<file path="src/hdl/mcca_pkg.sv">
// Shared types, constants and codes for the cache color allocator.
package mcca_pkg;

    localparam int MAX_COLORS  = 256;
    localparam int NUM_CLIENTS = 8;

    localparam int LG_W   = 4;    // width of a log2 color count
    localparam int CFG_AW = 2;    // register index width
    localparam int CFG_DW = 4;    // widest register

    localparam logic [CFG_AW-1:0] REG_LEVELS = 2'd0;
    localparam logic [CFG_AW-1:0] REG_LG1    = 2'd1;
    localparam logic [CFG_AW-1:0] REG_LG2    = 2'd2;
    localparam logic [CFG_AW-1:0] REG_LG3    = 2'd3;

    localparam logic [1:0] KIND_ALLOC_ANY  = 2'd0;
    localparam logic [1:0] KIND_ALLOC_SPEC = 2'd1;
    localparam logic [1:0] KIND_FREE_ANY   = 2'd2;
    localparam logic [1:0] KIND_FREE_SPEC  = 2'd3;

    typedef enum logic [1:0] {
        ST_DONE    = 2'd0,
        ST_NOFREE  = 2'd1,
        ST_NOTHING = 2'd2
    } t_status;

    // Which map and which index an access uses.
    typedef enum logic [2:0] {
        ACC_NONE,
        ACC_FREE_C,       // free map of the request level, at color
        ACC_FREE_FINE,    // free map of level t, finer range word j
        ACC_FREE_COARSE,  // free map of level t, covering bit
        ACC_LVL_RANGE,    // free map of the request level, range under t's bit
        ACC_OWN           // client map, last-level range word j
    } t_acc;

    typedef enum logic [4:0] {
        S_CLEAR, S_IDLE, S_CHECK,
        S_AA_RD, S_AA_EV, S_AS_RD, S_AS_EV,
        S_FA_RD, S_FA_EV, S_FS_RD, S_FS_EV,
        S_OWN_RD, S_OWN_EV,
        S_TK_LVL, S_TK_OWN,
        S_GV_LVL, S_GV_CHK_RD, S_GV_CHK_EV, S_GV_SET, S_GV_OWN
    } t_state;

    typedef struct packed {
        logic    clr_step;
        logic    load;
        logic    c_zero;
        logic    c_color;
        logic    c_inc;
        logic    t_first_take;
        logic    t_first_give;
        logic    t_inc;
        logic    t_dec;
        logic    j_clr;
        logic    j_inc;
        t_acc    acc;
        logic    wr;
        logic    wdata;
        logic    res_set;
        t_status res_code;
    } t_dp_cmd;

    typedef struct packed {
        logic       rd_bit;
        logic       bad;
        logic       oob;
        logic       c_last;
        logic       j_last_fine;
        logic       j_last_coarse;
        logic       j_last_own;
        logic       t_coarse;
        logic       t_zero;
        logic       t_top;
        logic       sweep_last;
        logic [1:0] kind;
    } t_dp_stat;

endpackage

</file>
<file path="src/hdl/mcca_dp.sv">
// Datapath: config registers, color maps, counters and result register.
module mcca_dp #(
    parameter int MAX_COLORS  = mcca_pkg::MAX_COLORS,
    parameter int NUM_CLIENTS = mcca_pkg::NUM_CLIENTS
) (
    input  logic                        i_clk,
    input  logic                        i_rst_n,
    input  logic                        i_cfg_we,
    input  logic [mcca_pkg::CFG_AW-1:0] i_cfg_index,
    input  logic [mcca_pkg::CFG_DW-1:0] i_cfg_data,
    input  logic [1:0]                  i_kind,
    input  logic [1:0]                  i_level,
    input  logic [7:0]                  i_color,
    input  logic [2:0]                  i_client,
    input  mcca_pkg::t_dp_cmd           i_cmd,
    output mcca_pkg::t_dp_stat          o_stat,
    output logic                        o_valid,
    output logic [1:0]                  o_status,
    output logic [7:0]                  o_chosen_color
);
    localparam int LM    = $clog2(MAX_COLORS + 1) - 1;          // floor log2
    localparam int CLW   = (NUM_CLIENTS > 1) ? $clog2(NUM_CLIENTS) : 1;
    localparam int OAW   = CLW + LM;
    localparam int FDEP  = 2 ** LM;
    localparam int ODEP  = 2 ** OAW;
    localparam logic [mcca_pkg::LG_W-1:0] LG_MAX = mcca_pkg::LG_W'(LM);

    // config
    logic [1:0]                  r_levels;
    logic [mcca_pkg::LG_W-1:0]   r_lg_raw [3];

    always_ff @(posedge i_clk) begin
        if (!i_rst_n) begin
            r_levels    <= 2'd3;
            r_lg_raw[0] <= 4'd3;
            r_lg_raw[1] <= 4'd5;
            r_lg_raw[2] <= 4'd7;
        end else if (i_cfg_we) begin
            unique case (i_cfg_index)
                mcca_pkg::REG_LEVELS: r_levels    <= i_cfg_data[1:0];
                mcca_pkg::REG_LG1:    r_lg_raw[0] <= i_cfg_data;
                mcca_pkg::REG_LG2:    r_lg_raw[1] <= i_cfg_data;
                mcca_pkg::REG_LG3:    r_lg_raw[2] <= i_cfg_data;
            endcase
        end
    end

    // derived level sizes
    logic [1:0]                nlev;
    logic [mcca_pkg::LG_W-1:0] lg_sat [3];
    logic [mcca_pkg::LG_W-1:0] lg     [3];
    logic [mcca_pkg::LG_W-1:0] lg_last;

    always_comb begin
        nlev = (r_levels == 2'd0) ? 2'd1 : r_levels;
        for (int i = 0; i < 3; i++)
            lg_sat[i] = (r_lg_raw[i] > LG_MAX) ? LG_MAX : r_lg_raw[i];
        unique case (nlev)
            2'd1:    lg_last = lg_sat[0];
            2'd2:    lg_last = lg_sat[1];
            default: lg_last = lg_sat[2];
        endcase
        for (int i = 0; i < 3; i++)
            lg[i] = (2'(i) + 2'd1 < nlev && lg_sat[i] > lg_last) ? lg_last : lg_sat[i];
    end

    // operation registers
    logic [1:0]    r_kind, r_lvl, r_t;
    logic [7:0]    r_color;
    logic [2:0]    r_client;
    logic [LM-1:0] r_c, r_j;
    logic [OAW-1:0] r_sweep;

    function automatic logic [LM-1:0] lo_mask(input logic [mcca_pkg::LG_W-1:0] sh);
        lo_mask = ~({LM{1'b1}} << sh);
    endfunction

    function automatic logic [mcca_pkg::LG_W-1:0] lg_at(input logic [1:0] idx,
        input logic [mcca_pkg::LG_W-1:0] l0, input logic [mcca_pkg::LG_W-1:0] l1,
        input logic [mcca_pkg::LG_W-1:0] l2);
        unique case (idx)
            2'd0:    lg_at = l0;
            2'd1:    lg_at = l1;
            default: lg_at = l2;
        endcase
    endfunction

    logic [mcca_pkg::LG_W-1:0] lg_l, lg_t, sh_fine, sh_coarse, sh_own;
    logic [LM-1:0]  a_fine, a_coarse, a_range, a_own, color_c;
    logic [LM+7:0]  color_ext;
    logic [CLW+2:0] client_ext;
    logic [CLW-1:0] cl;

    assign lg_l      = lg_at(r_lvl, lg[0], lg[1], lg[2]);
    assign lg_t      = lg_at(r_t, lg[0], lg[1], lg[2]);
    assign sh_fine   = lg_t - lg_l;
    assign sh_coarse = lg_l - lg_t;
    assign sh_own    = lg_last - lg_l;
    assign a_fine    = (r_c << sh_fine) | r_j;
    assign a_coarse  = r_c >> sh_coarse;
    assign a_range   = (a_coarse << sh_coarse) | r_j;
    assign a_own     = (r_c << sh_own) | r_j;
    assign color_ext = {LM'(0), r_color};
    assign color_c   = color_ext[LM-1:0];
    assign client_ext = {CLW'(0), r_client};
    assign cl        = client_ext[CLW-1:0];

    always_ff @(posedge i_clk) begin
        if (!i_rst_n) begin
            r_sweep <= '0;
        end else if (i_cfg_we) begin
            r_sweep <= '0;
        end else if (i_cmd.clr_step) begin
            r_sweep <= r_sweep + OAW'(1);
        end
    end

    always_ff @(posedge i_clk) begin
        if (i_cmd.load) begin
            r_kind   <= i_kind;
            r_lvl    <= i_level;
            r_color  <= i_color;
            r_client <= i_client;
        end
        if (i_cmd.c_zero)       r_c <= '0;
        else if (i_cmd.c_color) r_c <= color_c;
        else if (i_cmd.c_inc)   r_c <= r_c + LM'(1);
        if (i_cmd.t_first_take)      r_t <= 2'd0;
        else if (i_cmd.t_first_give) r_t <= nlev - 2'd1;
        else if (i_cmd.t_inc)        r_t <= r_t + 2'd1;
        else if (i_cmd.t_dec)        r_t <= r_t - 2'd1;
        if (i_cmd.j_clr)      r_j <= '0;
        else if (i_cmd.j_inc) r_j <= r_j + LM'(1);
    end

    // free maps, one memory per level
    logic [LM-1:0] free_addr;
    logic [2:0]    r_free_q;

    always_comb begin
        unique case (i_cmd.acc)
            mcca_pkg::ACC_FREE_FINE:   free_addr = a_fine;
            mcca_pkg::ACC_FREE_COARSE: free_addr = a_coarse;
            mcca_pkg::ACC_LVL_RANGE:   free_addr = a_range;
            default:                   free_addr = r_c;
        endcase
        if (i_cmd.clr_step) free_addr = r_sweep[LM-1:0];
    end

    for (genvar g = 0; g < 3; g++) begin : g_free
        logic r_mem [FDEP];
        logic we;
        assign we = i_cmd.clr_step || (i_cmd.wr && r_t == 2'(g) &&
                    (i_cmd.acc == mcca_pkg::ACC_FREE_FINE ||
                     i_cmd.acc == mcca_pkg::ACC_FREE_COARSE));
        always_ff @(posedge i_clk) begin
            if (we) r_mem[free_addr] <= i_cmd.clr_step | i_cmd.wdata;
            r_free_q[g] <= r_mem[free_addr];
        end
    end

    // client ownership map
    logic           r_own_mem [ODEP];
    logic           r_own_q, r_rd_own, own_we;
    logic [OAW-1:0] own_addr;

    assign own_addr = i_cmd.clr_step ? r_sweep : {cl, a_own};
    assign own_we   = i_cmd.clr_step || (i_cmd.wr && i_cmd.acc == mcca_pkg::ACC_OWN);

    always_ff @(posedge i_clk) begin
        if (own_we) r_own_mem[own_addr] <= ~i_cmd.clr_step & i_cmd.wdata;
        r_own_q  <= r_own_mem[own_addr];
        r_rd_own <= (i_cmd.acc == mcca_pkg::ACC_OWN);
    end

    always_comb begin
        o_stat = '0;
        unique case (r_lvl)
            2'd0:    o_stat.rd_bit = r_free_q[0];
            2'd1:    o_stat.rd_bit = r_free_q[1];
            default: o_stat.rd_bit = r_free_q[2];
        endcase
        if (r_rd_own) o_stat.rd_bit = r_own_q;
        o_stat.bad           = (r_lvl >= nlev) || (32'(r_client) >= NUM_CLIENTS);
        o_stat.oob           = (r_color >> lg_l) != 8'd0;
        o_stat.c_last        = (r_c == lo_mask(lg_l));
        o_stat.j_last_fine   = (r_j == lo_mask(sh_fine));
        o_stat.j_last_coarse = (r_j == lo_mask(sh_coarse));
        o_stat.j_last_own    = (r_j == lo_mask(sh_own));
        o_stat.t_coarse      = (lg_t < lg_l);
        o_stat.t_zero        = (r_t == 2'd0);
        o_stat.t_top         = (r_t == nlev - 2'd1);
        o_stat.sweep_last    = (r_sweep == {OAW{1'b1}});
        o_stat.kind          = r_kind;
    end

    // result register
    logic [LM+7:0] c_ext;
    assign c_ext = {8'(0), r_c};

    always_ff @(posedge i_clk) begin
        if (!i_rst_n) begin
            o_valid <= 1'b0;
        end else begin
            o_valid <= i_cmd.res_set;
        end
        if (i_cmd.res_set) begin
            o_status       <= i_cmd.res_code;
            o_chosen_color <= (i_cmd.res_code == mcca_pkg::ST_DONE) ? c_ext[7:0] : 8'd0;
        end
    end

endmodule

</file>
<file path="src/hdl/mcca_ctrl.sv">
// Controller: sequences the scans and range updates of one request.
module mcca_ctrl (
    input  logic               i_clk,
    input  logic               i_rst_n,
    input  logic               i_cfg_we,
    input  logic               i_start,
    input  mcca_pkg::t_dp_stat i_stat,
    output mcca_pkg::t_dp_cmd  o_cmd,
    output logic               o_busy
);
    mcca_pkg::t_state  r_state, n_state;
    mcca_pkg::t_status fail_code;

    always_ff @(posedge i_clk) begin
        if (!i_rst_n) r_state <= mcca_pkg::S_CLEAR;
        else          r_state <= n_state;
    end

    assign o_busy    = (r_state != mcca_pkg::S_IDLE);
    assign fail_code = i_stat.kind[1] ? mcca_pkg::ST_NOTHING : mcca_pkg::ST_NOFREE;

    always_comb begin
        n_state = r_state;
        o_cmd   = '0;
        if (i_cfg_we) begin
            n_state = mcca_pkg::S_CLEAR;
        end else begin
            unique case (r_state)
                mcca_pkg::S_CLEAR: begin
                    o_cmd.clr_step = 1'b1;
                    if (i_stat.sweep_last) n_state = mcca_pkg::S_IDLE;
                end
                mcca_pkg::S_IDLE: begin
                    if (i_start) begin
                        o_cmd.load = 1'b1;
                        n_state    = mcca_pkg::S_CHECK;
                    end
                end
                mcca_pkg::S_CHECK: begin
                    if (i_stat.bad || (i_stat.kind[0] && i_stat.oob)) begin
                        o_cmd.res_set  = 1'b1;
                        o_cmd.res_code = fail_code;
                        n_state        = mcca_pkg::S_IDLE;
                    end else begin
                        o_cmd.c_zero  = ~i_stat.kind[0];
                        o_cmd.c_color = i_stat.kind[0];
                        unique case (i_stat.kind)
                            mcca_pkg::KIND_ALLOC_ANY:  n_state = mcca_pkg::S_AA_RD;
                            mcca_pkg::KIND_ALLOC_SPEC: n_state = mcca_pkg::S_AS_RD;
                            mcca_pkg::KIND_FREE_ANY:   n_state = mcca_pkg::S_FA_RD;
                            default:                   n_state = mcca_pkg::S_FS_RD;
                        endcase
                    end
                end
                mcca_pkg::S_AA_RD, mcca_pkg::S_AS_RD,
                mcca_pkg::S_FA_RD, mcca_pkg::S_FS_RD: begin
                    o_cmd.acc = mcca_pkg::ACC_FREE_C;
                    o_cmd.j_clr = 1'b1;
                    unique case (r_state)
                        mcca_pkg::S_AA_RD: n_state = mcca_pkg::S_AA_EV;
                        mcca_pkg::S_AS_RD: n_state = mcca_pkg::S_AS_EV;
                        mcca_pkg::S_FA_RD: n_state = mcca_pkg::S_FA_EV;
                        default:           n_state = mcca_pkg::S_FS_EV;
                    endcase
                end
                mcca_pkg::S_AA_EV: begin
                    if (i_stat.rd_bit) begin
                        o_cmd.t_first_take = 1'b1;
                        n_state            = mcca_pkg::S_TK_LVL;
                    end else if (i_stat.c_last) begin
                        o_cmd.res_set  = 1'b1;
                        o_cmd.res_code = fail_code;
                        n_state        = mcca_pkg::S_IDLE;
                    end else begin
                        o_cmd.c_inc = 1'b1;
                        n_state     = mcca_pkg::S_AA_RD;
                    end
                end
                mcca_pkg::S_AS_EV: begin
                    if (i_stat.rd_bit) begin
                        o_cmd.t_first_take = 1'b1;
                        n_state            = mcca_pkg::S_TK_LVL;
                    end else begin
                        o_cmd.res_set  = 1'b1;
                        o_cmd.res_code = fail_code;
                        n_state        = mcca_pkg::S_IDLE;
                    end
                end
                mcca_pkg::S_FA_EV: begin
                    if (!i_stat.rd_bit) begin
                        n_state = mcca_pkg::S_OWN_RD;
                    end else if (i_stat.c_last) begin
                        o_cmd.res_set  = 1'b1;
                        o_cmd.res_code = fail_code;
                        n_state        = mcca_pkg::S_IDLE;
                    end else begin
                        o_cmd.c_inc = 1'b1;
                        n_state     = mcca_pkg::S_FA_RD;
                    end
                end
                mcca_pkg::S_FS_EV: begin
                    if (!i_stat.rd_bit) begin
                        n_state = mcca_pkg::S_OWN_RD;
                    end else begin
                        o_cmd.res_set  = 1'b1;
                        o_cmd.res_code = fail_code;
                        n_state        = mcca_pkg::S_IDLE;
                    end
                end
                mcca_pkg::S_OWN_RD: begin
                    o_cmd.acc = mcca_pkg::ACC_OWN;
                    n_state   = mcca_pkg::S_OWN_EV;
                end
                mcca_pkg::S_OWN_EV: begin
                    if (i_stat.rd_bit) begin
                        if (i_stat.j_last_own) begin
                            o_cmd.t_first_give = 1'b1;
                            o_cmd.j_clr        = 1'b1;
                            n_state            = mcca_pkg::S_GV_LVL;
                        end else begin
                            o_cmd.j_inc = 1'b1;
                            n_state     = mcca_pkg::S_OWN_RD;
                        end
                    end else if (i_stat.kind == mcca_pkg::KIND_FREE_ANY && !i_stat.c_last) begin
                        o_cmd.c_inc = 1'b1;
                        n_state     = mcca_pkg::S_FA_RD;
                    end else begin
                        o_cmd.res_set  = 1'b1;
                        o_cmd.res_code = fail_code;
                        n_state        = mcca_pkg::S_IDLE;
                    end
                end
                // take: clear every level, finer ones over their whole range
                mcca_pkg::S_TK_LVL: begin
                    o_cmd.wr    = 1'b1;
                    o_cmd.wdata = 1'b0;
                    o_cmd.acc   = i_stat.t_coarse ? mcca_pkg::ACC_FREE_COARSE
                                                  : mcca_pkg::ACC_FREE_FINE;
                    if (i_stat.t_coarse || i_stat.j_last_fine) begin
                        o_cmd.j_clr = 1'b1;
                        if (i_stat.t_top) n_state = mcca_pkg::S_TK_OWN;
                        else              o_cmd.t_inc = 1'b1;
                    end else begin
                        o_cmd.j_inc = 1'b1;
                    end
                end
                mcca_pkg::S_TK_OWN: begin
                    o_cmd.wr    = 1'b1;
                    o_cmd.wdata = 1'b1;
                    o_cmd.acc   = mcca_pkg::ACC_OWN;
                    if (i_stat.j_last_own) begin
                        o_cmd.res_set  = 1'b1;
                        o_cmd.res_code = mcca_pkg::ST_DONE;
                        n_state        = mcca_pkg::S_IDLE;
                    end else begin
                        o_cmd.j_inc = 1'b1;
                    end
                end
                // give back: last level first; coarser bits need a full range
                mcca_pkg::S_GV_LVL: begin
                    if (i_stat.t_coarse) begin
                        n_state = mcca_pkg::S_GV_CHK_RD;
                    end else begin
                        o_cmd.wr    = 1'b1;
                        o_cmd.wdata = 1'b1;
                        o_cmd.acc   = mcca_pkg::ACC_FREE_FINE;
                        if (i_stat.j_last_fine) begin
                            o_cmd.j_clr = 1'b1;
                            if (i_stat.t_zero) n_state = mcca_pkg::S_GV_OWN;
                            else               o_cmd.t_dec = 1'b1;
                        end else begin
                            o_cmd.j_inc = 1'b1;
                        end
                    end
                end
                mcca_pkg::S_GV_CHK_RD: begin
                    o_cmd.acc = mcca_pkg::ACC_LVL_RANGE;
                    n_state   = mcca_pkg::S_GV_CHK_EV;
                end
                mcca_pkg::S_GV_CHK_EV: begin
                    if (!i_stat.rd_bit) begin
                        o_cmd.j_clr = 1'b1;
                        if (i_stat.t_zero) begin
                            n_state = mcca_pkg::S_GV_OWN;
                        end else begin
                            o_cmd.t_dec = 1'b1;
                            n_state     = mcca_pkg::S_GV_LVL;
                        end
                    end else if (i_stat.j_last_coarse) begin
                        n_state = mcca_pkg::S_GV_SET;
                    end else begin
                        o_cmd.j_inc = 1'b1;
                        n_state     = mcca_pkg::S_GV_CHK_RD;
                    end
                end
                mcca_pkg::S_GV_SET: begin
                    o_cmd.wr    = 1'b1;
                    o_cmd.wdata = 1'b1;
                    o_cmd.acc   = mcca_pkg::ACC_FREE_COARSE;
                    o_cmd.j_clr = 1'b1;
                    if (i_stat.t_zero) begin
                        n_state = mcca_pkg::S_GV_OWN;
                    end else begin
                        o_cmd.t_dec = 1'b1;
                        n_state     = mcca_pkg::S_GV_LVL;
                    end
                end
                mcca_pkg::S_GV_OWN: begin
                    o_cmd.wr    = 1'b1;
                    o_cmd.wdata = 1'b0;
                    o_cmd.acc   = mcca_pkg::ACC_OWN;
                    if (i_stat.j_last_own) begin
                        o_cmd.res_set  = 1'b1;
                        o_cmd.res_code = mcca_pkg::ST_DONE;
                        n_state        = mcca_pkg::S_IDLE;
                    end else begin
                        o_cmd.j_inc = 1'b1;
                    end
                end
                default: n_state = mcca_pkg::S_CLEAR;
            endcase
        end
    end

endmodule

</file>
<file path="src/hdl/multilevel_cache_color_allocator.sv">
// Top level of the multilevel cache color allocator.
// Usage:
//  - Request channel: drive i_kind/i_level/i_color/i_client and raise start;
//    the word is taken at a clock edge where start is high and busy is low.
//  - Result channel: o_valid pulses for one cycle with o_status and
//    o_chosen_color; the receiver cannot stall, so take the word then.
//  - Config: i_cfg_we/i_cfg_index/i_cfg_data write one register per edge,
//    only while the block is idle. Any write refills all maps.
//  - Reset (synchronous, i_rst_n low) and every config write start a clear
//    pass over all 2**(clog2(NUM_CLIENTS)+floor(log2(MAX_COLORS))) map
//    addresses, 2048 at the defaults, during which busy stays high.
//  - Sequence: a bad level, bad client or, for the specific kinds, an
//    out-of-range color answers from the check state. Otherwise a check,
//    then scan steps of a read and an evaluate each, then the map bits are
//    written one at a time: each finer level's whole range, one bit per
//    coarser level, the owner range. Frees add a read and an evaluate per
//    owned bit checked and per bit of a coarser level's range check.
//  - One request is in flight at a time; the result shows in the first cycle
//    busy is low, and a new request may be taken in that same cycle.
module multilevel_cache_color_allocator #(
    parameter int MAX_COLORS  = mcca_pkg::MAX_COLORS,
    parameter int NUM_CLIENTS = mcca_pkg::NUM_CLIENTS
) (
    input  logic                        i_clk,
    input  logic                        i_rst_n,
    input  logic                        start,
    output logic                        busy,
    input  logic [1:0]                  i_kind,
    input  logic [1:0]                  i_level,
    input  logic [7:0]                  i_color,
    input  logic [2:0]                  i_client,
    input  logic                        i_cfg_we,
    input  logic [mcca_pkg::CFG_AW-1:0] i_cfg_index,
    input  logic [mcca_pkg::CFG_DW-1:0] i_cfg_data,
    output logic                        o_valid,
    output logic [1:0]                  o_status,
    output logic [7:0]                  o_chosen_color
);
    mcca_pkg::t_dp_cmd  cmd;
    mcca_pkg::t_dp_stat stat;

    // sequencer
    mcca_ctrl u_ctrl (
        .i_clk    (i_clk),
        .i_rst_n  (i_rst_n),
        .i_cfg_we (i_cfg_we),
        .i_start  (start),
        .i_stat   (stat),
        .o_cmd    (cmd),
        .o_busy   (busy)
    );

    // maps, counters, config and result register
    mcca_dp #(
        .MAX_COLORS  (MAX_COLORS),
        .NUM_CLIENTS (NUM_CLIENTS)
    ) u_dp (
        .i_clk          (i_clk),
        .i_rst_n        (i_rst_n),
        .i_cfg_we       (i_cfg_we),
        .i_cfg_index    (i_cfg_index),
        .i_cfg_data     (i_cfg_data),
        .i_kind         (i_kind),
        .i_level        (i_level),
        .i_color        (i_color),
        .i_client       (i_client),
        .i_cmd          (cmd),
        .o_stat         (stat),
        .o_valid        (o_valid),
        .o_status       (o_status),
        .o_chosen_color (o_chosen_color)
    );

endmodule

</file>
<file path="config.mk">
export PLATFORM = sky130hd
export DESIGN_NAME = multilevel_cache_color_allocator
export DESIGN_NICKNAME = d
export VERILOG_FILES = /design/src/hdl/mcca_pkg.sv /design/src/hdl/mcca_dp.sv /design/src/hdl/mcca_ctrl.sv /design/src/hdl/multilevel_cache_color_allocator.sv
export SDC_FILE = /design/constraint.sdc
export NUM_CORES = 2
export LEC_CHECK = 0
export BUFFER_PORTS_ARGS = -buffer_cell sky130_fd_sc_hd__buf_2
export CAP_MARGIN = 20
export CORE_MARGIN = 4
export CORE_UTILIZATION = 62
export DETAILED_ROUTE_END_ITERATION = 16
export GPL_TIMING_DRIVEN = 1
export PLACE_DENSITY_LB_ADDON = 0.1
export SYNTH_ARGS = -nofsm -noshare
export SYNTH_HDL_FRONTEND = slang
export SYNTH_SLANG_ARGS = --single-unit
</file>
<file path="constraint.sdc">
create_clock -name i_clk -period 41.9 [get_ports i_clk]
set_input_delay 6.285 -clock i_clk [delete_from_list [all_inputs] [get_ports i_clk]]
set_output_delay 6.285 -clock i_clk [all_outputs]
set_load 0.1 [all_outputs]
</file>
[After elaboration in Yosys (flattened, before gate mapping)]
Memories as Yosys holds them, arrays and structs flattened. A register that Yosys moved wholly into a read port is not among the register bits.
Cells that the tools add are included.
Storage, ports and cells
  register bits: 63
  bits in writable memories: 2828
  output and inout bits: 12
  word-level logic and storage cells: 266
  memories: 5
Cells by class
  $add $sub $neg: 9
  magnitude comparators: 11
  equality and inequality tests: 47
  shift operators: 9
  mux-type cells: 116
  bitwise logic cells: 15
  reductions and logical operators: 40
Memories
  u_dp.r_own_mem: depth 2048, bits a word 1, read ports 1, clocked after memory_dff 1, wr ports 1, line mcca_dp.sv:163  | logic r_own_mem [ODEP];
  u_dp.g_free[0].r_mem: depth 256, bits a word 1, read ports 1, clocked after memory_dff 1, wr ports 1, line mcca_dp.sv:151  | logic r_mem [FDEP];
  u_dp.g_free[1].r_mem: depth 256, bits a word 1, read ports 1, clocked after memory_dff 1, wr ports 1, line mcca_dp.sv:151
  u_dp.g_free[2].r_mem: depth 256, bits a word 1, read ports 1, clocked after memory_dff 1, wr ports 1, line mcca_dp.sv:151
  u_dp.r_lg_raw: depth 3, bits a word 4, read ports 3, clocked after memory_dff 0, wr ports 3, line mcca_dp.sv:30  | logic [mcca_pkg::LG_W-1:0] r_lg_raw [3];
Operators with widths (count)
  5-bit one-hot mux with 16 select lines: 1
  4-bit 2-to-1 mux: 14
  5-bit 2-to-1 mux: 11
  1-bit 2-to-1 mux: 46
  5-bit by 4-bit == test with 1-bit output, second input constant: 8
  3-bit 2-to-1 mux: 12
  8-bit == test: 4
  8-bit 2-to-1 mux: 4
  8-bit inverter: 4
  8-bit by 4-bit << shifter with 8-bit output, first input constant: 4
  2-bit 2-to-1 mux: 12
  8-bit OR: 3
  4-bit one-hot mux with 2 select lines: 3
  4-bit one-hot mux with 3 select lines: 2
  8-bit one-hot mux with 3 select lines: 1
  8-bit by 4-bit << shifter with 8-bit output: 3
  3-bit one-hot mux with 7 select lines: 1
  5-bit by 3-bit == test with 1-bit output, second input constant: 4
  5-bit == test, second input constant: 4
  19-bit 2-to-1 mux: 1
  3-bit one-hot mux with 6 select lines: 1
  8-bit by 1-bit adder with 8-bit output, second input constant: 2
  8-bit by 4-bit right shift with 8-bit output: 2
  4-bit > comparator: 3
  other kinds (44): 97

[Longest topological paths before layout]
  depth after elaboration: 23
  gate-level depth with buffers: 37
  depth with buffers taken out: 31

[Cells and area by module]
A second synthesis with hierarchy kept.
Unflattened totals
  cell total of the unflattened synthesis: 11017
  area total of the unflattened synthesis: 129626.8 µm²
By module, submodules not included
  mcca_dp: instances 1, cells an instance 10824, area each 128359.4 µm²
  mcca_ctrl: instances 1, cells an instance 193, area each 1267.5 µm²

[Worst setup path after synthesis]
Ideal clock, no wire load.
  path type: input-to-reg
  from: in i_cfg_we
  to: mem u_dp.g_free[0].r_mem[0], data pin
  setup time: 1263 ps
  data arrival time: 37547 ps
  required time: 40637 ps
  path slack: 3090 ps
  cell stages on the path: 4
  cells stage by stage: clkbuf_1 nor2_1 o21a_1 or2_2
On the way
  word-level cells in the longest chain between the ends: 2
RTL lines
  start, declared: line multilevel_cache_color_allocator.sv:32  | input logic i_cfg_we,
  19-bit 2-to-1 mux: line mcca_ctrl.sv:25  | if (i_cfg_we) begin
  1-bit OR: line mcca_dp.sv:157  | if (we) r_mem[free_addr] <= i_cmd.clr_step | i_cmd.wdata;
  end, declared: line mcca_dp.sv:151
Every way passes these cells.

[Final worst setup path]
  from: in i_cfg_we
  to: reg u_dp.r_own_q (read register of u_dp.r_own_mem)
On the way
  word-level cells in the longest chain between the ends: 2
RTL lines
  19-bit 2-to-1 mux: line mcca_ctrl.sv:25
  11-bit 2-to-1 mux: line mcca_dp.sv:167  | assign own_addr = i_cmd.clr_step ? r_sweep : {cl, a_own};
  end, declared: line mcca_dp.sv:164  | logic r_own_q, r_rd_own, own_we;
Every way passes these cells.
A chain may end at the register's enable or synchronous reset.

==> results.toml <==
[min_path]
holdPathEnd = "u_dp.r_sweep[10]"
hp-start = "u_dp.r_sweep[10]"
min_path_type = "reg2reg"
hold_depth = 2

[setup_path]
worstSetupEndpointType = "flop"
cp.arrival_ns = 13.67
worstPathMaxFanout = 132
critPathLaunchType = "input port"
r2r_start = "u_dp.r_lg_raw[0][11]"
max_stage_delay_ns = 0.86
worstPathRequired_ns = 42.68
rrSetupSlack_ns = 30.40
crit_path_top_delay_cell = "buf_4"
path_class = "in2reg"
crit_path_cell_trace = "buf_2 > nor4_1 > and2_1 > buf_4 > nor3_1 > nor2_1 > a41oi_4 > nand2_8 > buf_12 > buf_4 > buf_12 > mux2i_1 > o22ai_1 > or4_1 > or4_1 > a22o_1 > a2111oi_2 > a31oi_1 > a2111oi_2 > nand4b_1"
r2r_end = "u_dp.r_own_q"
ff2ff_path_depth = 31

[sta]
fin_skew_ns = 0.0473
max_freq_mhz = 77.6
rsz0062_at_grt = "no"
finalSetupViolCount = 0
slew_violations = 0
worstMarginPinSlew_ns = 1.39
relSlewSlack_pct = 7.58
fin_crit_ns = 12.88
period_share_pct = 30.7
setup_tns_ns = 0
hold_violations = 0

[detailed_routing]
vias_per_cell = 6.65
dr.pass1.iters = 8
routedWlPerCell_microns = 28.5
wl_met1_mm = 142
vias = 92900
top_layer = "met5"
ant_nets = 0
drc = 0
routed_wl_mm = 398
drt_iter0_drc = 15100
wl_met3_mm = 48.7
met2_length_mm = 183

[yosys]
postSynth.asyncResetShare_pct = 0
synthCells = 11400
synth.distinct_cells = 111
yosys_warnings = 0
avgSynthCellArea_sq_um = 11.4
syn_nets = 11400
ys_ff_latch = 2895
synthFlopType = "edfxtp_1"
netlist_area_sq_um = 130000
synth-seq-area-share_pct = 66.6
synth_edf_count = 2853

[clock_network]
clkTransAtPathRegs_ns = 0.06
cts_setup_buffers = 0
clk_latency_ns = 0.96
cts_resized = 0
cts.sinks = 2895
hold_buffers = 0
cts_tree = "done"
htree_levels = 5
cts_root_buf = "clkbuf_16"
cts-buffers-inserted = 311
cts_buffer_depth = 4

[die]
row_count = 167
die_x_microns = 466
pin_count = 37
start_util_pct = 62.5
die_h_microns = 466
die-area_sq_um = 217000
core_area_sq_um = 208000

[layout]
nNetsFinal = 11000
multiInputGateArea_sq_um = 39400
area_growth_pct = 9.14
regArea_sq_um = 86500
layout_commonest_cell = "nor2_1"
stdcell_count = 14000
drive_gt1_share_pct = 8.43
n_fill_cell = 15200
final_cell_mix = "nor2_1, edfxtp_1, nand2_1, a21oi_1, mux2i_1"

[grt]
antenna_found_initial = 12
grt.overflow.total = 0
grt_use_total_pct = 36.0
grt_pass1_wl_mm = 576
grt_max_degree = 298
grt_pass1_vias = 87000

[power_and_ir_drop]
ir_drop_v = 0.0000481
total_leakage_power_nw = 47.7
power_density_nw_per_um2 = 43.9

[placed_design]
dp_hpwl_mm = 210
portBuffers = 36
gp_congestion = 0.901
dp.cells = 13400

[run_status]
outcome = "complete, no violations"

[run]
maxCapViolations = 0
[logic make-up after synthesis]
logic type | synth area share [%]
muxes | 5.44
AOI/OAI and AO/OA | 7.58
xor gates and xnor gates | 0.205
adders and majority gates | 0.297
DFF | 66.6
buffers and inverters | 3.49
and+or+nand+nor | 16.4
[through the flow]
step                      util [%]  hold WS (ns)  setup WS, ns  power [mW]  area [sq um]
after floorplan                  -         0.487          3.09        3.52        130000
after global placement        63.2         0.515         28.38        3.70        131000
after detailed placement      63.3         0.534         28.34        3.71        131000
after CTS                     67.6         0.550         29.26        6.22        141000
after global routing          68.2         0.590         28.52        6.37        142000
final                         68.2         0.547         29.02        6.22        142000
[state kept, by name, summed over array words and instances, names as in the netlist, 2 cells and up]
signal and flops:
u_dp.r_sweep 11, u_dp.r_levels 2, u_dp.r_kind 2, u_dp.g_free.r_mem 768, u_dp.color_c 8, u_dp.r_free_q 3, u_dp.r_c 8, u_dp.r_lg_raw 12
u_dp.o_chosen_color 8, u_dp.r_lvl 2, u_dp.r_t 2, u_dp.o_status 2, u_ctrl.r_state 5, u_dp.r_j 8, u_dp.r_own_mem 2048, u_dp.cl 3
[worst max-delay path, delay by kind of cell]
kind | cells | cell delay, ns
buffers and inverters | 5 | 2.71
and+or+nand+nor | 8 | 2.67
AOI/OAI and AO/OA | 6 | 1.24
muxes | 1 | 0.29
[area by class of cell]
type	instances	area share, %
Sequential cell	2895	61.1
Clock inverter	113	0.614
Clock buffer	399	5.83
Multi-Input combinational cell	7429	27.8
Inverter	40	0.106
Timing Repair Buffer	277	2.08
Tap cell	2788	2.46
Antenna cell	17	0.0300
[worst max-delay path by stage]
| stage | startpoint | to | cells past startpoint |
|---|---|---|---|
| global placement | i_cfg_we | u_dp.r_own_q | 19 |
| finish | i_cfg_we | u_dp.r_own_q | 20 |
| floorplan | i_cfg_we | u_dp.g_free[0].r_mem[0] | 4 |
| CTS | i_cfg_we | u_dp.r_own_q | 19 |
| global route | i_cfg_we | u_dp.r_own_q | 19 |
| detailed placement | i_cfg_we | u_dp.r_own_q | 20 |
[per-layer routing]
metal | up-vias | track usage (%)
met5 | - | 0
met4 | 2 | 19.0
met3 | 1273 | 7.54
met2 | 6338 | 56.0
met1 | 45700 | 48.4
li1 | 39600 | -
[where the power goes]
part | internal [mW] | switching, mW | total [mW]
clock network | 1.46 | 1.10 | 2.56
logic | 0.119 | 0.393 | 0.511
registers | 3.15 | 0.00386 | 3.15
total | 4.73 | 1.49 | 6.22
[synth_stat cells, types with 27 or more instances]
master	number	area, sq um
a221oi_1	28	245
a32oi_1	116	1020
o21ai_0	110	551
clkbuf_1	669	2510
mux2i_1	440	4400
buf_6	40	450
nor3_1	42	210
edfxtp_1	2853	85700
a2111oi_0	30	263
and3_1	63	394
nand4_1	49	307
nor2_1	2991	11200
inv_1	38	143
a21oi_1	605	3030
mux4_2	105	2360
nand3_1	192	961
buf_2	197	986
a31oi_1	89	557
nor2b_1	32	200
nor4_1	93	582
a211oi_1	46	345
a22oi_1	57	428
dfxtp_1	42	841
buf_1	72	270
o22ai_1	168	1050
nand2b_1	27	169
nand2_1	1695	6360
Power figures use the tool's default switching activity.
